`src/rtl/chm_pkg.sv`:
```
// Shared types and constants for the cache hit/miss model.
// Used by the controller, the datapath and the top level; depends on nothing.
`timescale 1ns / 1ps

package chm_pkg;

   localparam int ADDR_W     = 31;
   localparam int BLK_W      = 31;
   localparam int TOTAL_W    = 32;
   localparam int MODE_W     = 2;
   localparam int BSL_W      = 5;
   localparam int LL_W       = 3;
   localparam int CSR_IDX_W  = 2;
   localparam int CSR_DATA_W = 5;

   localparam logic [MODE_W-1:0] MODE_TWO_WAY = 2'd1;
   localparam logic [MODE_W-1:0] MODE_FULL    = 2'd2;

   localparam logic [CSR_IDX_W-1:0] CSR_MODE            = 2'd0;
   localparam logic [CSR_IDX_W-1:0] CSR_BLOCK_SIZE_LOG2 = 2'd1;
   localparam logic [CSR_IDX_W-1:0] CSR_LINES_LOG2      = 2'd2;

   localparam logic [MODE_W-1:0] MODE_RESET = 2'd0;
   localparam logic [BSL_W-1:0]  BSL_RESET  = 5'd4;
   localparam logic [LL_W-1:0]   LL_RESET   = 3'd6;

   typedef struct packed {
      logic clear_step;
      logic load;
      logic compare;
      logic scan_step;
      logic update;
      logic finish;
   } chm_cmd_type;

   typedef struct packed {
      logic clear_last;
      logic full_mode;
      logic scan_done;
   } chm_sts_type;

endpackage

```
`src/rtl/chm_ram.sv`:
```
// Generic simple dual-port RAM with one write port and a registered read port.
// No dependencies.
`timescale 1ns / 1ps

module chm_ram #(
   parameter int WIDTH = 32,
   parameter int DEPTH = 64
) (
   input  logic                                      clock,
   input  logic                                      we,
   input  logic [((DEPTH > 1) ? $clog2(DEPTH) : 1)-1:0] waddr,
   input  logic [WIDTH-1:0]                          wdata,
   input  logic [((DEPTH > 1) ? $clog2(DEPTH) : 1)-1:0] raddr,
   output logic [WIDTH-1:0]                          rdata
);

   logic [WIDTH-1:0] mem [DEPTH];

   always_ff @(posedge clock) begin
      if (we) begin
         mem[waddr] <= wdata;
      end
      rdata <= mem[raddr];
   end

endmodule

```
`src/rtl/chm_dp.sv`:
```
// Datapath of the cache hit/miss model: configuration, block stores, use counters,
// the set index mask, the associative scan and the result registers.
// Depends on chm_pkg and chm_ram.
`timescale 1ns / 1ps

module chm_dp import chm_pkg::*; #(
   parameter int MAX_LINES   = 64,
   parameter int COUNT_LIMIT = 256
) (
   input  logic                  clock,
   input  logic                  reset,
   input  logic                  csr_we,
   input  logic [CSR_IDX_W-1:0]  csr_index,
   input  logic [CSR_DATA_W-1:0] csr_wdata,
   input  logic [ADDR_W-1:0]     req_address,
   input  chm_cmd_type           cmd,
   output chm_sts_type           sts,
   output logic                  rsp_hit,
   output logic [TOTAL_W-1:0]    rsp_access_total,
   output logic [TOTAL_W-1:0]    rsp_miss_total
);

   localparam int LW      = $clog2(MAX_LINES + 1);
   localparam int AW      = $clog2(MAX_LINES);
   localparam int DEPTH_B = (MAX_LINES + 1) / 2;
   localparam int BAW     = (DEPTH_B > 1) ? $clog2(DEPTH_B) : 1;
   localparam int CW      = $clog2(COUNT_LIMIT + 1);
   localparam int WW      = BLK_W + 1;

   // Configuration registers.
   logic [MODE_W-1:0] mode_ff, mode_in;
   logic [BSL_W-1:0]  bsl_ff, bsl_in;
   logic [LL_W-1:0]   ll_ff, ll_in;

   // Per-item registers.
   logic [BLK_W-1:0]     blk_ff, blk_in;
   logic [LW-1:0]        rem_ff, rem_in;
   logic [LW-1:0]        scan_ff, scan_in;
   logic                 chk_vld_ff, chk_vld_in;
   logic [AW-1:0]        chk_idx_ff, chk_idx_in;
   logic [CW-1:0]        low_ff, low_in;
   logic [AW-1:0]        pick_ff, pick_in;
   logic                 found_ff, found_in;
   logic [AW-1:0]        match_idx_ff, match_idx_in;
   logic [CW-1:0]        match_cnt_ff, match_cnt_in;
   logic                 hit_ff, hit_in;
   logic [AW-1:0]        clr_ff, clr_in;

   // Result registers; the totals double as the running counters.
   logic                 rsp_hit_ff, rsp_hit_in;
   logic [TOTAL_W-1:0]   acc_ff, acc_in;
   logic [TOTAL_W-1:0]   miss_ff, miss_in;

   // Memory ports.
   logic          a_we, b_we, u_we;
   logic [AW-1:0] a_waddr, a_raddr, u_waddr, u_raddr;
   logic [BAW-1:0] b_waddr, b_raddr;
   logic [WW-1:0] a_wdata, a_rdata, b_wdata, b_rdata;
   logic [CW-1:0] u_wdata, u_rdata;

   logic          is_two, is_full;
   logic [7:0]    pow2;
   logic [LW-1:0] lines, sets;
   logic [LW-1:0] idx_mask;
   logic          issue;
   logic          entry_match;
   logic          hit_a, hit_b, hit_cmp;
   logic [CW-1:0] cnt_inc;
   logic          clr_in_b;

   assign is_two = (mode_ff == MODE_TWO_WAY);
   assign is_full = (mode_ff == MODE_FULL);

   // Line count is 2^lines_log2 capped at the store depth; two-way uses half of it.
   assign pow2 = 8'd1 << ll_ff;
   always_comb begin
      if (32'(pow2) > 32'(MAX_LINES)) begin
         lines = LW'(MAX_LINES);
      end else begin
         lines = LW'(pow2);
      end
      sets = lines >> 1;
      if (sets == '0) begin
         sets = LW'(1);
      end
   end

   always_comb begin
      mode_in = mode_ff;
      bsl_in  = bsl_ff;
      ll_in   = ll_ff;
      if (csr_we) begin
         unique case (csr_index)
            CSR_MODE:            mode_in = csr_wdata[MODE_W-1:0];
            CSR_BLOCK_SIZE_LOG2: bsl_in  = csr_wdata[BSL_W-1:0];
            CSR_LINES_LOG2:      ll_in   = csr_wdata[LL_W-1:0];
            default: ;
         endcase
      end
   end

   // Line and set counts are powers of two, so the index is the low block-number bits.
   assign idx_mask = (is_two ? sets : lines) - LW'(1);

   assign issue       = (scan_ff < lines);
   assign entry_match = a_rdata[BLK_W] && (a_rdata[BLK_W-1:0] == blk_ff);
   assign hit_a       = entry_match;
   assign hit_b       = b_rdata[BLK_W] && (b_rdata[BLK_W-1:0] == blk_ff);
   assign hit_cmp     = hit_a || (is_two && hit_b);
   assign cnt_inc     = (match_cnt_ff < CW'(COUNT_LIMIT)) ? match_cnt_ff + CW'(1)
                                                          : match_cnt_ff;
   assign clr_in_b    = (32'(clr_ff) < 32'(DEPTH_B));

   always_comb begin
      blk_in       = blk_ff;
      rem_in       = rem_ff;
      scan_in      = scan_ff;
      chk_vld_in   = chk_vld_ff;
      chk_idx_in   = chk_idx_ff;
      low_in       = low_ff;
      pick_in      = pick_ff;
      found_in     = found_ff;
      match_idx_in = match_idx_ff;
      match_cnt_in = match_cnt_ff;
      hit_in       = hit_ff;
      if (cmd.load) begin
         blk_in     = req_address >> bsl_ff;
         rem_in     = blk_in[LW-1:0] & idx_mask;
         scan_in    = '0;
         chk_vld_in = 1'b0;
         low_in     = CW'(COUNT_LIMIT);
         pick_in    = '0;
         found_in   = 1'b0;
      end
      if (cmd.scan_step) begin
         chk_vld_in = issue;
         chk_idx_in = scan_ff[AW-1:0];
         if (issue) begin
            scan_in = scan_ff + LW'(1);
         end
         // Read data arrives in the cycle after its index is issued.
         if (chk_vld_ff) begin
            if (!found_ff && entry_match) begin
               found_in     = 1'b1;
               match_idx_in = chk_idx_ff;
               match_cnt_in = u_rdata;
            end
            if (u_rdata < low_ff) begin
               low_in  = u_rdata;
               pick_in = chk_idx_ff;
            end
         end
      end
      if (cmd.compare) begin
         hit_in = hit_cmp;
      end
      if (cmd.update) begin
         hit_in = found_ff;
      end
   end

   always_comb begin
      clr_in     = cmd.clear_step ? clr_ff + AW'(1) : clr_ff;
      rsp_hit_in = rsp_hit_ff;
      acc_in     = acc_ff;
      miss_in    = miss_ff;
      if (cmd.finish) begin
         rsp_hit_in = hit_ff;
         acc_in     = acc_ff + TOTAL_W'(1);
         miss_in    = miss_ff + TOTAL_W'(!hit_ff);
      end
   end

   always_comb begin
      a_we    = 1'b0;
      a_waddr = rem_ff[AW-1:0];
      a_wdata = {1'b1, blk_ff};
      b_we    = 1'b0;
      b_waddr = rem_ff[BAW-1:0];
      b_wdata = a_rdata;
      u_we    = 1'b0;
      u_waddr = pick_ff;
      u_wdata = '0;
      priority if (cmd.clear_step) begin
         a_we    = 1'b1;
         a_waddr = clr_ff;
         a_wdata = '0;
         b_we    = clr_in_b;
         b_waddr = clr_ff[BAW-1:0];
         b_wdata = '0;
         u_we    = 1'b1;
         u_waddr = clr_ff;
      end else if (cmd.compare) begin
         // A two-way miss pushes way 0, valid bit included, into way 1.
         a_we = !hit_cmp;
         b_we = !hit_cmp && is_two;
      end else if (cmd.update) begin
         a_we    = !found_ff;
         a_waddr = pick_ff;
         u_we    = 1'b1;
         u_waddr = found_ff ? match_idx_ff : pick_ff;
         u_wdata = found_ff ? cnt_inc : '0;
      end else begin
         a_we = 1'b0;
      end
   end

   assign a_raddr = cmd.scan_step ? scan_ff[AW-1:0] : rem_ff[AW-1:0];
   assign b_raddr = rem_ff[BAW-1:0];
   assign u_raddr = scan_ff[AW-1:0];

   chm_ram #(.WIDTH(WW), .DEPTH(MAX_LINES)) u_store_a (
      .clock (clock),
      .we    (a_we),
      .waddr (a_waddr),
      .wdata (a_wdata),
      .raddr (a_raddr),
      .rdata (a_rdata)
   );

   chm_ram #(.WIDTH(WW), .DEPTH(DEPTH_B)) u_store_b (
      .clock (clock),
      .we    (b_we),
      .waddr (b_waddr),
      .wdata (b_wdata),
      .raddr (b_raddr),
      .rdata (b_rdata)
   );

   chm_ram #(.WIDTH(CW), .DEPTH(MAX_LINES)) u_use_count (
      .clock (clock),
      .we    (u_we),
      .waddr (u_waddr),
      .wdata (u_wdata),
      .raddr (u_raddr),
      .rdata (u_rdata)
   );

   assign sts.clear_last = (clr_ff == AW'(MAX_LINES - 1));
   assign sts.full_mode  = is_full;
   assign sts.scan_done  = found_ff || (!issue && !chk_vld_ff);

   assign rsp_hit          = rsp_hit_ff;
   assign rsp_access_total = acc_ff;
   assign rsp_miss_total   = miss_ff;

   always_ff @(posedge clock) begin
      if (reset) begin
         mode_ff <= MODE_RESET;
         bsl_ff  <= BSL_RESET;
         ll_ff   <= LL_RESET;
         clr_ff  <= '0;
         acc_ff  <= '0;
         miss_ff <= '0;
      end else begin
         mode_ff <= mode_in;
         bsl_ff  <= bsl_in;
         ll_ff   <= ll_in;
         clr_ff  <= clr_in;
         acc_ff  <= acc_in;
         miss_ff <= miss_in;
      end
   end

   always_ff @(posedge clock) begin
      blk_ff       <= blk_in;
      rem_ff       <= rem_in;
      scan_ff      <= scan_in;
      chk_vld_ff   <= chk_vld_in;
      chk_idx_ff   <= chk_idx_in;
      low_ff       <= low_in;
      pick_ff      <= pick_in;
      found_ff     <= found_in;
      match_idx_ff <= match_idx_in;
      match_cnt_ff <= match_cnt_in;
      hit_ff       <= hit_in;
      rsp_hit_ff   <= rsp_hit_in;
   end

endmodule

```
`config.mk`:
```
export PLATFORM = sky130hd
export DESIGN_NAME = chm_dp
export DESIGN_NICKNAME = d
export VERILOG_FILES = /design/src/rtl/chm_pkg.sv /design/src/rtl/chm_ram.sv /design/src/rtl/chm_dp.sv
export SDC_FILE = /design/constraint.sdc
export NUM_CORES = 2
export LEC_CHECK = 0
export BUFFER_PORTS_ARGS = -buffer_cell sky130_fd_sc_hd__buf_2
export CAP_MARGIN = 5
export CORE_MARGIN = 2
export CORE_UTILIZATION = 40
export CTS_CLUSTER_SIZE = 8
export DETAILED_ROUTE_END_ITERATION = 10
export PLACE_DENSITY = 0.63
export SETUP_SLACK_MARGIN = 0.15
export SYNTH_ARGS = -nofsm -noshare
export SYNTH_HDL_FRONTEND = slang
export SYNTH_SLANG_ARGS = --single-unit
```
`constraint.sdc`:
```
create_clock -name clock -period 6.2 [get_ports clock]
set_clock_uncertainty 0.05 [all_clocks]
set_input_delay 0.62 -clock clock [delete_from_list [all_inputs] [get_ports clock]]
set_output_delay 0.62 -clock clock [all_outputs]
set_load 0.005 [all_outputs]
```
==> results.py <==
metrics = {
    "run_status": {
        "status": "complete, no violations",
    },
    "yosys": {
        "async_flop_share_pct": 0,
        "synth_edf_count": 3709,
        "yosysTopAreaCell": "edfxtp_1",
        "yosysWarnings": 0,
        "yosysSeqAreaShare_pct": 76.41,
        "ys_ff_latch": 3885,
        "synth.top_cells.by_area": "edfxtp_1, mux4_2, dfxtp_1, nand2_1, mux2i_1",
        "postSynthAreaPerCell_um2": 21.36,
        "yosys_most_used_dff": "edfxtp_1",
        "syn-num-nets": 7106,
        "synth_top_cell_area_share_pct": 74.07,
        "synth_cell_types": 62,
        "syn_inst": 7038,
        "synth_area_um2": 150400,
    },
    "route": {
        "postRouteWirelength_mm": 399.9,
        "route.detailed.drc": 0,
        "ant_nets": 0,
        "viasPerCell": 5.896,
        "post_drt_wl_per_cell_um": 31.13,
        "firstDrtPassIters": 7,
        "vias": 75740,
        "first_iter_violations": 10760,
    },
    "placement": {
        "placed_area_um2": 158900,
        "gp_congestion": 0.8906,
        "pre_cts_ws_ps": 1278,
        "port-buffer-count": 114,
        "place_hpwl_mm": 230.2,
    },
    "power": {
        "powerDensity_nw_per_um2": 386.6,
        "ir_worst_vdd_uv": 294.1,
        "p_leak_nw": 55.60,
        "p_seq_share_pct": 45.4,
        "p_sw_mw": 16.90,
        "combPwrFrac_pct": 14.2,
        "p_int_mw": 50.56,
        "switching_share_pct": 25.05,
        "clkPwrFrac_pct": 40.4,
    },
    "timing": {
        "fmax_mhz": 235.0,
        "post-route-period-util_pct": 68.63,
        "tightest_slew_ps": 1331,
        "max_slew_margin_pct": 11.26,
        "hold_viol_final": 0,
        "setup-violations-final": 0,
        "fin_crit_ps": 4255,
        "drv_slew": 0,
        "setup_tns_ps": 0,
        "setup_slack_ps": 1945,
        "rsz0062_at_grt": "false",
    },
    "grt": {
        "grt_pass1_wl_mm": 566.8,
        "gr-usage-met2_pct": 32.62,
        "grt_use_met3_pct": 4.181,
        "grt_max_degree": 145,
        "gr-total-overflow": 0,
        "use_met1_pct": 28.75,
        "track_usage_pct": 20.72,
        "busiest_layer": "met2",
        "antenna_found_initial": 27,
        "grt_pass1_vias": 76260,
    },
    "clocking": {
        "clk_pin_slew_ps": 50,
        "clk_path_buf_depth": 4,
        "cts_tree": "done",
        "cts_resized": 0,
        "post_cts_buffers": 0,
        "cts_sinks": 3885,
        "h-tree-depth": 6,
        "cts-buffers-inserted": 560,
        "cts-root-buf": "clkbuf_16",
        "clk_latency_ps": 920,
        "cts_hold_buffers": 7,
    },
    "finish": {
        "areaGrowthSynthToFinish_pct": 16.04,
        "design_area_um2": 174500,
        "drive_above_1_share_pct": 29.51,
        "layout.nets": 7703,
    },
    "worst_setup_path": {
        "startpoint": "scan_ff[5]$_DFF_P_",
        "critical_path_class": "register to output port",
        "required_ps": 5530,
        "reg2reg_depth": 5,
        "crit_end": "sts[0]",
        "worstSetupStartpointType": "register",
        "r2r-start": "scan_ff[0]$_DFF_P_",
        "cp.arrival_ps": 3590,
        "critPathCaptureType": "output port",
        "path_max_fanout": 16,
        "r2r_setup_slack_ps": 1950,
        "r2r-end": "u_use_count.rdata[2]$_DFF_P_",
    },
    "floorplanning": {
        "die_w_um": 617.1,
        "rows": 225,
        "die_height_um": 617.1,
        "boundaryPins": 115,
        "fp.coreArea_um2": 375000,
        "dieArea_um2": 380800,
        "start_util_pct": 40.10,
    },
    "min_path": {
        "hp-class": "input port to register",
    },
    "flow_run": {
        "maxCapViolCount": 0,
    },
}
## layout make-up
cell class | count | area (um2)
Fill cell | 30620 | 200500
Sequential cell | 3885 | 114900
Multi-Input combinational cell | 2765 | 34780
Clock buffer | 731 | 15060
Tap cell | 4994 | 6248
Timing Repair Buffer | 398 | 2932
Clock inverter | 31 | 407.9
Inverter | 25 | 95.09
Antenna cell | 17 | 42.54
## through the flow
stage | util (%) | cells | hold slack (ps) | power, mW
after floorplan | - | 7038 | 367.6 | 36.81
after global placement | 42.35 | 12060 | 391.3 | 40.52
after detailed placement | 42.36 | 12060 | 385.7 | 40.66
after CTS | 46.51 | 12830 | 1.265 | 67.82
after global routing | 46.52 | 12830 | 71.19 | 69.38
final | 46.53 | 12850 | 41.63 | 67.46
## cell families after synthesis
logic type               Yosys count  share of synthesized area (%)
multiplexers                    1219                          16.96
buffers and inverters            388                          1.122
adder cells (fa/ha/maj)           21                         0.1747
XOR/XNOR                         133                         0.7747
AO/OA/AOI/OAI                    309                          1.257
AND/OR/NAND/NOR                 1083                          3.294
flip-flops                      3885                          76.41
## cells in the mapped netlist, types with 13 or more instances
cell / number
xor2_1: 60
mux2i_1: 101
nor3_1: 102
o21ai_0: 38
o22ai_1: 57
buf_1: 54
a22oi_1: 20
buf_4: 14
ha_1: 21
edfxtp_1: 3709
xnor2_1: 73
clkbuf_1: 203
nor2b_1: 82
inv_1: 22
a21oi_1: 119
buf_2: 82
and3_1: 13
nor4_1: 38
mux2_2: 60
mux4_2: 1057
and2_1: 17
nor2_1: 256
nand4_1: 53
nand3_1: 89
nand2_1: 391
dfxtp_1: 176
## routing by layer
metal / vias up / part of all wire, % / wire, um
met3: 692 / 9.1 / 36550
met4: 6 / 3.7 / 14720
met5: - / 0.012 / 47
met1: 40690 / 40 / 158500
met2: 3990 / 48 / 190000
li1: 30360 / - / -
## sequential cells by signal, summed over array words and instances (netlist names), 2 cells and up
signal	cells
bsl_ff	5
u_store_a.rdata	32
u_use_count.mem	576
low_ff	9
u_store_b.mem	1024
match_idx_ff	6
u_store_a.mem	2048
rsp_miss_total	32
chk_idx_ff	6
rsp_access_total	32
ll_ff	3
clr_ff	6
rem_ff	6
u_use_count.rdata	9
pick_ff	6
blk_ff	31
scan_ff	7
match_cnt_ff	9
u_store_b.rdata	32
mode_ff	2
## power groups by stage
stage                     sequential (mW)  combinational [mW]  clock (mW)
after floorplan                      30.6                6.21           0
after global placement               31.1                9.44           0
after detailed placement             31.1                9.57           0
after CTS                            30.6                9.61        27.6
after global routing                 30.6                10.0        28.7
final                                30.6                9.56        27.3
## worst min path at each step
stage	slack (ps)	endpoint	depth (start not counted)	start
floorplan	370	match_cnt_ff[0]$_DFFE_PP_	0	u_use_count.rdata[0]$_DFF_P_
global placement	390	match_idx_ff[0]$_DFFE_PP_	0	chk_idx_ff[0]$_DFFE_PP_
detailed placement	390	match_idx_ff[3]$_DFFE_PP_	0	chk_idx_ff[3]$_DFFE_PP_
CTS	1	mode_ff[0]$_SDFFE_PP0P_	4	csr_index[1]
global route	70	hit_ff$_DFFE_PP_	2	cmd[3]
finish	40	mode_ff[0]$_SDFFE_PP0P_	4	csr_index[1]
## worst max-delay path: stages, from the launching register on
cell	delay (ps)
dfxtp_1	1010
ha_1	400
a2111oi_0	470
inv_1	70
o21ai_0	200
o21ai_0	170
buf_4	220
buf_2	130
## cell usage in the layout (no fill, tap or decap), drive strengths merged, types with 11 or more instances in the layout
| cell | count |
|---|---|
| a211oi | 11 |
| and3 | 13 |
| a22oi | 20 |
| mux2 | 61 |
| clkbuf | 731 |
| buf | 391 |
| nand4 | 53 |
| a21oi | 119 |
| nand2 | 391 |
| mux2i | 101 |
| and2 | 17 |
| clkinv | 17 |
| xor2 | 60 |
| nor2 | 256 |
| o22ai | 57 |
| o21ai | 41 |
| nand3 | 89 |
| nor3 | 102 |
| a31oi | 11 |
| inv | 38 |
| mux4 | 1057 |
| nor4 | 38 |
| xnor2 | 73 |
| diode | 17 |
| ha | 21 |
| edfxtp | 3709 |
| nor2b | 82 |
| dfxtp | 176 |
No activity file was read; power rests on OpenSTA's default activity.
